==> src/sv/pidaw_pkg.sv <==
// Package for the PID controller block: payload word types, request and
// register codes, fixed field widths and a small width helper.
// Depends on nothing; every other file imports it.
package pidaw_pkg;

  localparam int SAMPLE_W = 16;
  localparam int GAIN_W   = 24;
  localparam int POLE_W   = 17;
  localparam int ACC_W    = 40;
  localparam int SUM_W    = 42;
  localparam int IDX_W    = 3;
  localparam int REQ_W    = 2;

  localparam int ERR_W  = SAMPLE_W + 1;
  localparam int ESUM_W = SAMPLE_W + 2;
  localparam int P_W    = GAIN_W + ERR_W;
  localparam int I_W    = GAIN_W + ESUM_W;
  localparam int D_W    = GAIN_W + ERR_W;

  typedef enum logic [REQ_W-1:0] {
    REQ_UPDATE  = 2'd0,
    REQ_CLR_INT = 2'd1,
    REQ_CLR_ALL = 2'd2
  } req_t;

  typedef enum logic [IDX_W-1:0] {
    REG_P_GAIN  = 3'd0,
    REG_I_GAIN  = 3'd1,
    REG_D_GAIN  = 3'd2,
    REG_D_POLE  = 3'd3,
    REG_OUT_MAX = 3'd4,
    REG_OUT_MIN = 3'd5
  } cfg_idx_t;

  typedef struct packed {
    logic [REQ_W-1:0]           req_type;
    logic signed [SAMPLE_W-1:0] setpoint;
    logic signed [SAMPLE_W-1:0] measurement;
  } cmd_t;

  typedef struct packed {
    logic signed [SAMPLE_W-1:0] drive;
    logic                       limited;
  } res_t;

  // Step control handed to each stage: advance strobe and the request kind.
  typedef struct packed {
    logic             load;
    logic [REQ_W-1:0] req_type;
  } step_t;

  function automatic int max_int(input int a, input int b);
    return (a > b) ? a : b;
  endfunction

endpackage

==> src/sv/pidaw_front.sv <==
// Front stage of the PID controller: error, error sum, measurement delta and
// the three gain products, registered. Holds prev_error and prev_measurement.
// Depends on pidaw_pkg.
module pidaw_front import pidaw_pkg::*; (
  input  logic                       clk,
  input  logic                       rst,
  input  step_t                      step,
  input  logic signed [SAMPLE_W-1:0] setpoint,
  input  logic signed [SAMPLE_W-1:0] measurement,
  input  logic signed [GAIN_W-1:0]   p_gain,
  input  logic signed [GAIN_W-1:0]   i_gain,
  input  logic signed [GAIN_W-1:0]   d_gain,
  output logic signed [P_W-1:0]      p_term,
  output logic signed [I_W-1:0]      i_incr,
  output logic signed [D_W-1:0]      d_incr
);

  logic signed [ERR_W-1:0]    prev_error;
  logic signed [SAMPLE_W-1:0] prev_meas;

  logic signed [ERR_W-1:0]  err;
  logic signed [ESUM_W-1:0] err_sum;
  logic signed [ERR_W-1:0]  meas_delta;

  always_comb begin
    err        = ERR_W'(setpoint) - ERR_W'(measurement);
    err_sum    = ESUM_W'(err) + ESUM_W'(prev_error);
    meas_delta = ERR_W'(measurement) - ERR_W'(prev_meas);
  end

  always_ff @(posedge clk) begin
    if (step.load) begin
      p_term <= P_W'(p_gain) * P_W'(err);
      i_incr <= I_W'(i_gain) * I_W'(err_sum);
      d_incr <= D_W'(d_gain) * D_W'(meas_delta);
    end
  end

  always_ff @(posedge clk) begin
    if (rst) begin
      prev_error <= '0;
      prev_meas  <= '0;
    end else if (step.load) begin
      unique case (step.req_type)
        REQ_UPDATE: begin
          prev_error <= err;
          prev_meas  <= measurement;
        end
        REQ_CLR_ALL: begin
          prev_error <= '0;
          prev_meas  <= '0;
        end
        default: begin
        end
      endcase
    end
  end

endmodule

==> config.mk <==
export PLATFORM = sky130hd
export DESIGN_NAME = pidaw_front
export DESIGN_NICKNAME = d
export VERILOG_FILES = /design/src/sv/pidaw_pkg.sv /design/src/sv/pidaw_front.sv
export SDC_FILE = /design/constraint.sdc
export NUM_CORES = 2
export LEC_CHECK = 0
export BUFFER_PORTS_ARGS = -buffer_cell sky130_fd_sc_hd__clkbuf_2
export CORE_MARGIN = 5
export CORE_UTILIZATION = 30
export CTS_CLUSTER_DIAMETER = 60
export DETAILED_ROUTE_END_ITERATION = 12
export GPL_ROUTABILITY_DRIVEN = 0
export HOLD_SLACK_MARGIN = 0.15
export SYNTH_ARGS = -nofsm -noshare
export SYNTH_HDL_FRONTEND = slang
export SYNTH_SLANG_ARGS = --single-unit
==> constraint.sdc <==
create_clock -name clk -period 23.7 [get_ports clk]
set_input_delay 1.185 -clock clk [delete_from_list [all_inputs] [get_ports clk]]
set_output_delay 1.185 -clock clk [all_outputs]
set_load 0.005 [all_outputs]
# Yosys cells after proc, flatten, opt, wreduce, memory -nomap -nowiden
# Cells that the tools add are included.
# word_totals
mem_bits_rw	0
reg_bits	157
out_inout_bits	124
memories	0
latch_bits	0
mem_bits_ro	0
wordCells	17
in_bits	109
# classes
n_reduce_logical	3
n_shift	0
n_bitwise	0
muxes	2
eq_ne	1
add_sub_neg	3
n_lt_le_gt_ge	0
multipliers	3
n_div	0
# ops
cell	count
multiplier 24 x 17 -> 41 bit	2
multiplier 24 x 18 -> 42 bit	1
case mux 17 bit (2 select lines)	1
subtractor 16 x 16 -> 17 bit	2
case mux 16 bit (2 select lines)	1
adder 17 x 17 -> 18 bit	1
== test 2 bit, second input constant	1
zero test 2 bit	1
AND reduction 2 bit	1
nonzero test 2 bit	1

# Logic depth before layout (Yosys ltp)
# depth
ltp_word	3
ltp_mapped	42

# Least setup slack after synthesis
# Ideal clock, no wire load.
# synth_path
path_type	input port to flip-flop
start	input setpoint[0]
end	register i_incr[41], data pin
path_buffers	3
t_required_ps	23440
t_arrival_ps	10116
path_slack_ps	13324
stages	41
setup_ps	260
cell_sequence	inv_1 ha_1 fa_1 nor2b_1 o31a_1 o22a_1 a21oi_1 xnor2_1 clkbuf_1 ha_1 a21o_1 a21oi_1 o21ai_0 a21oi_1 a21oi_1 a21o_1 a21o_1 xnor2_1 [... 5 more ...] inv_1 fa_1 inv_1 fa_1 fa_1 inv_1 ha_1 buf_2 a211oi_1 o2111ai_1 or3_1 a31oi_1 nor3_1 o211ai_1 nand2_1 a221o_1 a21oi_1 xnor2_1
# synth_between
elab_chain_len	3
# synth_rtl
item	line_no	text
start, declared	pidaw_front.sv:8	input logic signed [SAMPLE_W-1:0] setpoint,
subtractor 16 x 16 -> 17 bit	pidaw_front.sv:26	err = ERR_W'(setpoint) - ERR_W'(measurement);
adder 17 x 17 -> 18 bit	pidaw_front.sv:27	err_sum = ESUM_W'(err) + ESUM_W'(prev_error);
multiplier 24 x 18 -> 42 bit	pidaw_front.sv:34	i_incr <= I_W'(i_gain) * I_W'(err_sum);
end signal, assigned	pidaw_front.sv:34	
end, declared	pidaw_front.sv:14	output logic signed [I_W-1:0] i_incr,
# No other way between the ends.
# A chain may end at the register's enable or synchronous reset.

# Final worst setup path
# layout_path
start	input measurement[1]
end	register i_incr[40], data pin
# layout_between
elab_chain_len	3
# layout_rtl
item	line_no	text
start, declared	pidaw_front.sv:9	input logic signed [SAMPLE_W-1:0] measurement,
subtractor 16 x 16 -> 17 bit	pidaw_front.sv:26	
adder 17 x 17 -> 18 bit	pidaw_front.sv:27	
multiplier 24 x 18 -> 42 bit	pidaw_front.sv:34	
# No other way between the ends.

==> impl_metrics.csv <==
group,metric,value,unit
run_status,status,"completed",
synthesis,synth_area_leaders,"fa_1 (49%), inv_1 (9.3%), ha_1 (8.7%)",
timing,rsz0062_at_grt,"false",
timing,timing.fmax,0.0864,GHz
detailed_routing,drc,0,
synthesis,synth-seq-cells,157,
die,coreArea,167000,sq um
synthesis,synth_top_area_share,48.9,%
worst_setup_path,crit_path_start_kind,"input port",
timing,worst_pin_slew,1.31,ns
global_route,gr-total-overflow,0,
clock_network,cts-root-buf,"clkbuf_16",
run,cap_violations,0,
die,num_rows,150,
synthesis,seq_area_frac_synth,8.70,%
clock_network,clock_path_buffers,2,
timing,max_slew_margin,12.3,%
detailed_routing,wire_per_inst,17.5,microns
die,pin_count,233,
worst_setup_path,crit_arrival,11.89,ns
layout,syn2layout_area_growth,9.06,%
worst_setup_path,cpPeakStageDelay,0.89,ns
clock_network,cts.reportedPaths.clkPinSlew,0.08,ns
layout,final_layout_size_suffix_gt1_share,7.22,%
global_route,grt_pass1_vias,39700,
worst_setup_path,crit_slowest_cell,"xnor2_2",
hold_path,worstHoldStart,"prev_error[11]",
synthesis,synth_cell_types,66,
synthesis,syn_area_per_cell,9.49,sq um
synthesis,yosysTopAreaCell,"fa_1",
detailed_routing,viasPerCell,4.62,
synthesis,ys_async_sr_fraction,0,%
clock_network,ctsResizeCount,0,
synthesis,synth_nets,7001,
timing,fin_ws,12.13,ns
detailed_routing,vias,35300,
synthesis,synth_top_flop_cell,"edfxtp_1",
placed_design,port_buffers,232,
timing,fin_crit,11.57,ns
clock_network,postCtsHoldBufs,0,
placed_design,place_ws,11.76,ns
clock_network,cts_sinks,157,
layout,fill_cells,17100,
detailed_routing,drtIter0Drc,1703,
clock_network,cts_tree,"yes",
synthesis,synth_cells,5310,
timing,hold_viol,0,
clock_network,cts_htree_levels,4,
global_route,grt_pass1_wl,220000,microns
clock_network,post-cts-setup-buffers,0,
global_route,antenna_found_initial,20,
timing,fin_setup_tns,0,ns
timing,setup_viol,0,
die,start_util,30.2,%
timing,finClkSkew,0.0446,ns
timing,finalCritPeriodShare,48.8,%
detailed_routing,ant_nets,0,
global_route,grt_max_degree,60,
worst_setup_path,crit-reg2reg-launch,"prev_error[0]",
worst_setup_path,critPathMaxFanout,26,
worst_setup_path,cp-startpoint,"measurement[1]",
synthesis,synth_edf_count,124,
die,die_w,420,microns
worst_setup_path,criticalPathCategory,"in -> reg",
clock_network,cts_buffers,17,
detailed_routing,wl,134000,microns
layout,nets,7106,
global_route,grt_use_total,15.9,%
synthesis,synth_area,50400,sq um
timing,finalMaxSlewViolations,0,
detailed_routing,detail_route.first_pass.iterations,5,
die,dieArea,176000,sq um
worst_setup_path,cp.required,24.02,ns
hold_path,hold_class,"reg -> reg",
placed_design,dp.final_hpwl,109000,microns
die,die_h,420,microns
worst_setup_path,endpoint_kind,"register",
worst_setup_path,crit_top_cell,"fa_1",
clock_network,clk_latency,0.59,ns
synthesis,yosysWarningCount,0,
[flip-flops by register name, indices dropped and copies added, names as in the netlist]
register	count
p_term	41
i_incr	42
prev_error	17
prev_meas	16
d_incr	41
[stage by stage]
stage	cell area (sq um)	cells	utilization, %	hold WS (ns)
after CTS	54900	7632	32.9	0.466
final	55000	7645	32.9	0.465
after detailed placement	54300	7600	32.5	0.453
after global routing	54900	7641	32.9	0.498
after floorplan	50400	5310	-	0.436
after global placement	54300	7600	32.5	0.450
[synthesized netlist by cell type, drive strengths merged, types with 3 or more instances]
master and count:
nand3 28, and3 10, fa 1230, a21o 64
edfxtp 124, a211oi 14, a21boi 6, xnor2 126
inv 1244, dfxtp 33, nor3 34, or3 6
a31oi 12, clkbuf 191, nand4 8, a22oi 14
or2 31, o21ai 64, a41oi 4, a211o 3
o21a 35, o21bai 9, nand2b 58, o31ai 5
ha 352, or2b 5, nor2b 116, a21oi 128
nor2 130, buf 5, o31a 5, and2 373
nand2 757, o211ai 8, xor2 40, o2111ai 4
[placed cells by master (no fill, tap or decap), types with 9 or more instances in the layout]
| master | instances |
|---|---|
| xnor2_2 | 21 |
| diode_2 | 13 |
| inv_1 | 1244 |
| buf_4 | 50 |
| dfxtp_1 | 33 |
| a31oi_1 | 12 |
| xor2_1 | 38 |
| a211oi_1 | 14 |
| ha_1 | 352 |
| a21oi_1 | 125 |
| nand2b_1 | 57 |
| and2_1 | 373 |
| fa_1 | 1230 |
| xnor2_1 | 97 |
| nor3_1 | 33 |
| clkbuf_16 | 17 |
| o21bai_1 | 9 |
| o21ai_0 | 63 |
| clkbuf_2 | 231 |
| edfxtp_1 | 124 |
| nand2_1 | 757 |
| nand3_1 | 28 |
| a22oi_1 | 14 |
| nor2b_1 | 116 |
| nor2_1 | 129 |
| or2_2 | 31 |
| o21a_1 | 35 |
| and3_1 | 10 |
| a21o_1 | 64 |
[layer usage]
metal | vias up | track usage (%) | wire, microns
li1 | 15900 | - | -
met1 | 18400 | 19.5 | 54700
met2 | 832 | 27.8 | 67400
met3 | 207 | 3.05 | 6850
met4 | 10 | 5.83 | 4610
met5 | - | 0 | 64
[final cells by class]
cell class	count	area [sq um]	share of cell area, %
inverter	1244	4670	8.50
sequential	157	4380	7.98
timing repair buffer	282	1540	2.81
clock inverter	15	175	0.319
clock buffer	17	425	0.774
tap	2204	2760	5.02
multi-input combinational	3713	41000	74.5
antenna	13	32.5	0.0592
[kinds of logic after synthesis]
group           share of synthesized area (%)
compound gates                           5.08
simple gates                             14.9
mux                                    0.0447
fa+ha+maj                                57.6
buf+inv                                  10.7
xor+xnor                                 2.89
flops                                    8.70
[worst max-delay path, delay by kind of cell]
kind / cells / cell delay [ns]
fa+ha+maj: 9 / 3.90
buf+inv: 6 / 0.64
simple gates: 5 / 0.95
xor+xnor: 3 / 1.15
compound gates: 15 / 4.04
[worst paths after layout]
| kind | end | slack [ns] | depth (start not counted) |
|---|---|---|---|
| worst max-delay path | i_incr[40] | 12.13 | 38 |
| worst min-delay path | prev_error[11] | 0.47 | 2 |
| worst max register to register | i_incr[40] | 14.11 | 32 |
| worst min register to register | prev_error[11] | 0.47 | 2 |
Power is not shown: default switching activity piles up to over one toggle a cycle in this logic, so the estimate is an artifact.
