--- config.mk ---
export PLATFORM = sky130hd
export DESIGN_NAME = pidaw_loop
export DESIGN_NICKNAME = d
export VERILOG_FILES = /design/src/sv/pidaw_pkg.sv /design/src/sv/pidaw_loop.sv
export SDC_FILE = /design/constraint.sdc
export NUM_CORES = 2
export LEC_CHECK = 0
export BUFFER_PORTS_ARGS = -buffer_cell sky130_fd_sc_hd__buf_2
export CAP_MARGIN = 10
export CORE_MARGIN = 2
export CORE_UTILIZATION = 55
export DETAILED_ROUTE_END_ITERATION = 8
export GPL_TIMING_DRIVEN = 0
export PLACE_DENSITY = 0.75
export SYNTH_ARGS = -nofsm -noshare
export SYNTH_HDL_FRONTEND = slang
export SYNTH_SLANG_ARGS = --single-unit
--- constraint.sdc ---
create_clock -name clk -period 26.7 [get_ports clk]
set_input_delay 1.335 -clock clk [delete_from_list [all_inputs] [get_ports clk]]
set_output_delay 1.335 -clock clk [all_outputs]
set_load 0.01 [all_outputs]
--- src/sv/pidaw_pkg.sv ---
// Package for the PID controller block: payload word types, request and
// register codes, fixed field widths and a small width helper.
// Depends on nothing; every other file imports it.
package pidaw_pkg;

  localparam int SAMPLE_W = 16;
  localparam int GAIN_W   = 24;
  localparam int POLE_W   = 17;
  localparam int ACC_W    = 40;
  localparam int SUM_W    = 42;
  localparam int IDX_W    = 3;
  localparam int REQ_W    = 2;

  localparam int ERR_W  = SAMPLE_W + 1;
  localparam int ESUM_W = SAMPLE_W + 2;
  localparam int P_W    = GAIN_W + ERR_W;
  localparam int I_W    = GAIN_W + ESUM_W;
  localparam int D_W    = GAIN_W + ERR_W;

  typedef enum logic [REQ_W-1:0] {
    REQ_UPDATE  = 2'd0,
    REQ_CLR_INT = 2'd1,
    REQ_CLR_ALL = 2'd2
  } req_t;

  typedef enum logic [IDX_W-1:0] {
    REG_P_GAIN  = 3'd0,
    REG_I_GAIN  = 3'd1,
    REG_D_GAIN  = 3'd2,
    REG_D_POLE  = 3'd3,
    REG_OUT_MAX = 3'd4,
    REG_OUT_MIN = 3'd5
  } cfg_idx_t;

  typedef struct packed {
    logic [REQ_W-1:0]           req_type;
    logic signed [SAMPLE_W-1:0] setpoint;
    logic signed [SAMPLE_W-1:0] measurement;
  } cmd_t;

  typedef struct packed {
    logic signed [SAMPLE_W-1:0] drive;
    logic                       limited;
  } res_t;

  // Step control handed to each stage: advance strobe and the request kind.
  typedef struct packed {
    logic             load;
    logic [REQ_W-1:0] req_type;
  } step_t;

  function automatic int max_int(input int a, input int b);
    return (a > b) ? a : b;
  endfunction

endpackage

--- src/sv/pidaw_loop.sv ---
// Loop stage of the PID controller: integrator with dynamic clamp, filtered
// derivative, sum, overflow reset, rounding and output limit clamp.
// Depends on pidaw_pkg.
module pidaw_loop import pidaw_pkg::*; #(
  parameter int FRAC_BITS = 16
) (
  input  logic                       clk,
  input  logic                       rst,
  input  step_t                      step,
  input  logic signed [P_W-1:0]      p_term,
  input  logic signed [I_W-1:0]      i_incr,
  input  logic signed [D_W-1:0]      d_incr,
  input  logic signed [POLE_W-1:0]   d_pole,
  input  logic signed [SAMPLE_W-1:0] out_max,
  input  logic signed [SAMPLE_W-1:0] out_min,
  output logic signed [SAMPLE_W-1:0] drive,
  output logic                       limited
);

  localparam int DP_W = POLE_W + ACC_W;
  localparam int W = max_int(max_int(max_int(ACC_W, I_W), max_int(SAMPLE_W + FRAC_BITS, P_W)),
                             DP_W - FRAC_BITS) + 3;

  logic signed [ACC_W-1:0] integ;
  logic signed [ACC_W-1:0] deriv;

  logic signed [W-1:0]     p_w, i_raw, i_clamp, hi, lo, i_hi, i_lo;
  logic signed [ACC_W-1:0] i_val, d_val;
  logic signed [DP_W-1:0]  d_prod, d_shift;
  logic signed [W-1:0]     d_raw, sum, sum_eff, rounded, drv, lim_hi, lim_lo;
  logic                    ovf;
  logic signed [SAMPLE_W-1:0] drive_next;
  logic                    limited_next;

  function automatic logic signed [ACC_W-1:0] sat_acc(input logic signed [W-1:0] v);
    logic [W-ACC_W:0] top;
    top = v[W-1:ACC_W-1];
    if ((&top) || !(|top)) begin
      return v[ACC_W-1:0];
    end
    return v[W-1] ? {1'b1, {(ACC_W-1){1'b0}}} : {1'b0, {(ACC_W-1){1'b1}}};
  endfunction

  always_comb begin
    p_w   = W'(p_term);
    i_raw = W'(integ) + W'(i_incr);
    hi    = W'(out_max) <<< FRAC_BITS;
    lo    = W'(out_min) <<< FRAC_BITS;
    i_hi  = (hi > p_w) ? hi - p_w : W'(0);
    i_lo  = (lo < p_w) ? lo - p_w : W'(0);
    priority if (i_raw > i_hi) begin
      i_clamp = i_hi;
    end else if (i_raw < i_lo) begin
      i_clamp = i_lo;
    end else begin
      i_clamp = i_raw;
    end
    i_val = sat_acc(i_clamp);

    // The pole product is Q.2F; the shift floors it back to Q.F.
    d_prod  = DP_W'(d_pole) * DP_W'(deriv);
    d_shift = d_prod >>> FRAC_BITS;
    d_raw   = -(W'(d_incr) + W'(d_shift));
    d_val   = sat_acc(d_raw);

    sum     = p_w + W'(i_val) + W'(d_val);
    ovf     = !((&sum[W-1:SUM_W-1]) || !(|sum[W-1:SUM_W-1]));
    sum_eff = ovf ? W'(0) : sum;
    rounded = sum_eff + (W'(1) <<< (FRAC_BITS - 1));
    drv     = rounded >>> FRAC_BITS;

    lim_hi = W'(out_max);
    lim_lo = W'(out_min);
    priority if (drv > lim_hi) begin
      drive_next   = out_max;
      limited_next = 1'b1;
    end else if (drv < lim_lo) begin
      drive_next   = out_min;
      limited_next = 1'b1;
    end else begin
      drive_next   = drv[SAMPLE_W-1:0];
      limited_next = ovf;
    end
  end

  always_ff @(posedge clk) begin
    if (rst) begin
      integ <= '0;
      deriv <= '0;
    end else if (step.load) begin
      unique case (step.req_type)
        REQ_UPDATE: begin
          integ <= ovf ? '0 : i_val;
          deriv <= ovf ? '0 : d_val;
        end
        REQ_CLR_INT: begin
          integ <= '0;
        end
        REQ_CLR_ALL: begin
          integ <= '0;
          deriv <= '0;
        end
        default: begin
        end
      endcase
    end
  end

  always_ff @(posedge clk) begin
    if (step.load && step.req_type == REQ_UPDATE) begin
      drive   <= drive_next;
      limited <= limited_next;
    end
  end

endmodule

## Yosys cells after proc, flatten, opt, wreduce, memory -nomap -nowiden

Cells that the tools add are included.
Widths: inputs -> output; s select.

- Flip-flop bits (word level): 97
- Input port bits: 178
- Logic and storage cells: 61

- Add/subtract/negate cells: 8
- Multiply operators: 1
- Order comparisons: 6
- Equal/unequal tests: 2
- Mux-type cells: 19
- Reduce and logical (&&, ||, !) cells: 21

Operators by type and width:

| kind | count |
|---|---|
| $mux 40 | 8 |
| $mux 45 | 5 |
| $pmux 40 s2 | 2 |
| $sub 32x41->42 | 2 |
| $mul 17x40->57 | 1 |
| $add 45x17->45 const B | 1 |
| $gt 43x45->1 | 1 |
| $lt 43x45->1 | 1 |
| $neg 42->45 | 1 |
| $add 40x42->43 | 1 |
| $add 42x40->43 | 1 |
| $add 41x40->42 | 1 |
| $add 41x41->42 | 1 |
| $gt 32x41->1 | 1 |
| $lt 32x41->1 | 1 |
| $mux 16 | 2 |
| $gt 29x16->1 | 1 |
| $lt 29x16->1 | 1 |
| $reduce_and 6->1 | 2 |
| $reduce_or 6->1 | 2 |
| $logic_not 1->1 | 4 |
| $reduce_and 2->1 | 2 |
| $reduce_and 4->1 | 1 |
| $reduce_bool 2->1 | 2 |
| 8 further kinds | 12 |

## Depth between registers and ports, before layout

- Word-level depth: 20
- Gate-level depth with buffers: 89

## Least setup slack after synthesis

OpenSTA, ideal clock, no wires.

- Path kind: input to register
- Start point: in d_pole[16]
- End point: reg drive[6], data pin
- Arrival time: 19.765 ns
- Setup slack: 6.674 ns
- Cell stages on the path: 80
- Path buffers: 9
- Cells stage by stage: inv_1 -> clkbuf_1 -> clkbuf_1 -> nor2_1 -> fa_1 -> fa_1 -> fa_1 -> fa_1 -> fa_1 -> inv_1 -> fa_1 -> inv_1 -> ha_1 -> a21o_1 -> a21o_1 -> a21oi_1 -> nor2_1 -> a211oi_1 -> [... 44 more ...] -> inv_1 -> nor4_4 -> a211oi_1 -> or2_2 -> ha_1 -> nand4_1 -> a21oi_1 -> o31a_1 -> o21a_1 -> o21a_1 -> o21a_1 -> o21ai_0 -> a21boi_0 -> o31a_1 -> and2_0 -> clkbuf_1 -> clkbuf_1 -> a221o_1

- Longest elaborated chain between the ends: 17
- Elaborated cells between the ends (all ways): 22

Ends and longest elaborated chain:

| element | RTL line | RTL |
|---|---|---|
| from (decl) | pidaw_loop.sv:13 | `input logic signed [POLE_W-1:0] d_pole,` |
| $mul 17x40->57 (*) | pidaw_loop.sv:61 | `d_prod = DP_W'(d_pole) * DP_W'(deriv);` |
| $add 41x41->42 (*) | pidaw_loop.sv:63 | `d_raw = -(W'(d_incr) + W'(d_shift));` |
| $neg 42->45 (*) | pidaw_loop.sv:63 |  |
| $reduce_or 6->1 | pidaw_loop.sv:38 | `if ((&top) \|\| !(\|top)) begin` |
| $logic_not 1->1 | pidaw_loop.sv:38 |  |
| $logic_or 1x1->1 | pidaw_loop.sv:38 |  |
| $mux 1 | pidaw_loop.sv:38 |  |
| $mux 40 (*) | pidaw_loop.sv:41 | `return v[W-1] ? {1'b1, {(ACC_W-1){1'b0}}} : {1'b0, {(ACC_W-1){1'b1}}};` |
| [... 2 more ...] | - |  |
| $logic_not 1->1 | pidaw_loop.sv:67 | `ovf = !((&sum[W-1:SUM_W-1]) \|\| !(\|sum[W-1:SUM_W-1]));` |
| $logic_or 1x1->1 | pidaw_loop.sv:67 |  |
| $mux 45 (*) | pidaw_loop.sv:68 | `sum_eff = ovf ? W'(0) : sum;` |
| $add 45x17->45 (*) | pidaw_loop.sv:69 | `rounded = sum_eff + (W'(1) <<< (FRAC_BITS - 1));` |
| $lt 29x16->1 | pidaw_loop.sv:77 | `end else if (drv < lim_lo) begin` |
| $mux 16 | pidaw_loop.sv:77 |  |
| $mux 16 (*) | pidaw_loop.sv:74 | `priority if (drv > lim_hi) begin` |
| via drive_next[6] | pidaw_loop.sv:32 | `logic signed [SAMPLE_W-1:0] drive_next;` |
| to (signal assigned) | pidaw_loop.sv:111 | `drive <= drive_next;` |
| to (decl) | pidaw_loop.sv:16 | `output logic signed [SAMPLE_W-1:0] drive,` |

Mark *: on every way through the listed nets, which the timed path passes. The rest lies on a longest branch. The select of a mux whose other input is x is not followed.
A chain may end at the register's enable or synchronous reset.

## Worst setup path in the final report

- Start point: in d_pole[16]
- End point: reg drive[8], data pin

Same word-level chain as after synthesis.

==> reports/results.ini <==
[worst_setup_path]
rrSetupSlack_ns=2.47
cp.arrival_ns=25.32
end_kind=flop
critPathSlowestCell=o311ai_0
required_ns=26.84
cp_max_fo=10
max_stage_delay_ns=0.71
start_kind=input port
critPathKind=input port to flop
path_common_cell=clkbuf_1

[synth]
synth_top_area_share_pct=31.4
synthAdderAreaFrac_pct=45.7
yosys.area_share.simple_pct=18.2
avgSynthCellArea_um2=8.16
ys_ff_latch=97
synth_compound_area_share_pct=16.0
synth_top_family_by_area=adder cells
synth_top_area_cell=fa_1
synth_nets=6671
yosysWarnings=0
synthTopCellsByArea=fa_1 (31%), ha_1 (14%), inv_1 (8.0%)
synthMuxAreaShare_pct=0.867
synthArstFlopShare_pct=0
ys_types=102
synth_xor_xnor_area_share_pct=4.30
synth_edf_count=17
ys.flop_type=dfxtp_1
ys_seq_area_share_pct=4.86
netlist_instances=5318
syn_area_mm2=0.0434

[die]
core.rowCount=103
die-area_mm2=0.0812
start_util_pct=55.2
die_x_um=285
core_region_area_mm2=0.0786
die_h_um=285
num_io_pins=195

[sta]
worst_pin_slew_ns=1.36
finClkSkew_ns=0.0130
maxSlewHeadroom_pct=8.33
finalHoldViolCount=0
setup_ws_ns=1.53
fin_crit_ns=25.17
tns_ns=0
slew_viol_final=0
max_freq_ghz=0.0397
fin_crit_sh_pct=94.3
setup-violations-final=0
rsz0062_at_grt=no

[cts]
insertion_delay_ns=0.39
cts.sinks=97
htreeDepth=3
cts_buffer_depth=2
cts_root_buffer=clkbuf_16
cts_hold_buf=0
postCtsSetupBuffers=0
cts_buffers=9
clk_pin_slew_worst_paths_ns=0.08
cts_resized=0
cts_tree=yes

[outcome]
outcome=complete, no violations

[min_path]
hp-class=flop to flop

[final_layout]
final_nets=6862
drive_above_1_share_pct=5.59
fillCellCount=7295
fin_cells=6569
syn_to_final_growth_pct=5.86
seqCellArea_mm2=0.00211
mostFrequentLayoutCells=inv_1 (927), fa_1 (682), nand2_1 (602), ha_1 (493), a21oi_1 (288)
multi_input_area_mm2=0.0369
layout_commonest_cell=inv_1
final_core_util_pct=58.5

[placement]
dp_worst_setup_slack_ns=1.64
place_inst=6548
hpwl_um=125000
portBuffers=179
place.gp.congestion=1.03

[routing]
drt_wl_total_um=144000
via_per_inst=5.94
drtIter0Drc=4067
dr.pass1.iters=7
postRouteAntennaNets=0
via_count=39000
drc_errors=0
drt-wirelength-per-cell_um=21.9

[global_route]
antenna_found_initial=4
grt_pass1_wl_um=223000
grt-ovfl-total=0
grt_use_total_pct=35.6
grt_pass1_vias=37900
grt_max_degree=18

[run]
max_cap_violations=0

==> registers in the layout, indices dropped and copies added (netlist names) <==
register,cells
limited,1
deriv,40
integ,40
drive,16
==> cells in the mapped netlist (24+ instances only) <==
cell type / count
nor2_1: 259
nand2b_1: 76
nand4_1: 66
nand2_1: 602
and2_1: 284
clkbuf_1: 201
a22oi_1: 34
o221ai_1: 36
o21bai_1: 45
o21ai_0: 191
dfxtp_1: 80
nor2b_1: 54
a21oi_1: 288
ha_1: 493
xnor2_1: 125
xor2_1: 85
fa_1: 682
o21a_1: 47
inv_1: 927
a21o_1: 171
nor3_1: 54
o211ai_1: 25
and3_1: 24
nand3_1: 63
==> stage by stage <==
stage	cell area, um^2	hold slack [ns]
global placement	45600	0.455
finish	46000	0.482
CTS	46000	0.475
detailed placement	45600	0.455
global route	46000	0.513
floorplan	43400	0.437
==> kinds of logic (layout without fill, tap and decap cells) <==
kind of cell,after synthesis,after routing
and+or+nand+nor,1597,1597
adders and majority gates,1175,1175
buffers and inverters,1159,1355
AOI/OAI and AO/OA,1044,1044
xor gates and xnor gates,211,211
DFF,97,97
muxes,35,35
other,0,5
==> area by class of cell <==
cell class,count,share of cell area (%)
Antenna cell,5,0.0272
Inverter,927,7.57
Sequential cell,97,4.59
Clock inverter,5,0.133
Timing Repair Buffer,180,1.97
Multi-Input combinational cell,4062,80.4
Buffer,232,1.94
Clock buffer,11,0.550
Tap cell,1050,2.86
==> path summary, 6_finish.rpt <==
path | startpoint | cells past startpoint | endpoint
worst max-delay path | d_pole[16] | 79 | drive[8]$_DFFE_PP_
worst min-delay path | integ[35]$_SDFFE_PP0P_ | 2 | integ[35]$_SDFFE_PP0P_
worst max register to register | deriv[12]$_SDFFE_PP0P_ | 78 | drive[8]$_DFFE_PP_
worst min register to register | integ[35]$_SDFFE_PP0P_ | 2 | integ[35]$_SDFFE_PP0P_
==> critical path: cells and delay by family <==
kind	cells	cell delay, ns
buffers and inverters	15	5.07
adders and majority gates	14	6.19
AOI/OAI and AO/OA	29	7.80
xor gates and xnor gates	3	0.59
and+or+nand+nor	17	3.85
muxes	1	0.41
==> routing by layer <==
metal,global-route usage [%],share of wire (%)
met3,7.67,10
met1,51.2,43
met2,53.0,42
met4,12.1,4.2
met5,0,0.024
Power is left out: the tool's default activity adds up to more than one toggle a clock period on the data nets, which glitch-free logic cannot reach.
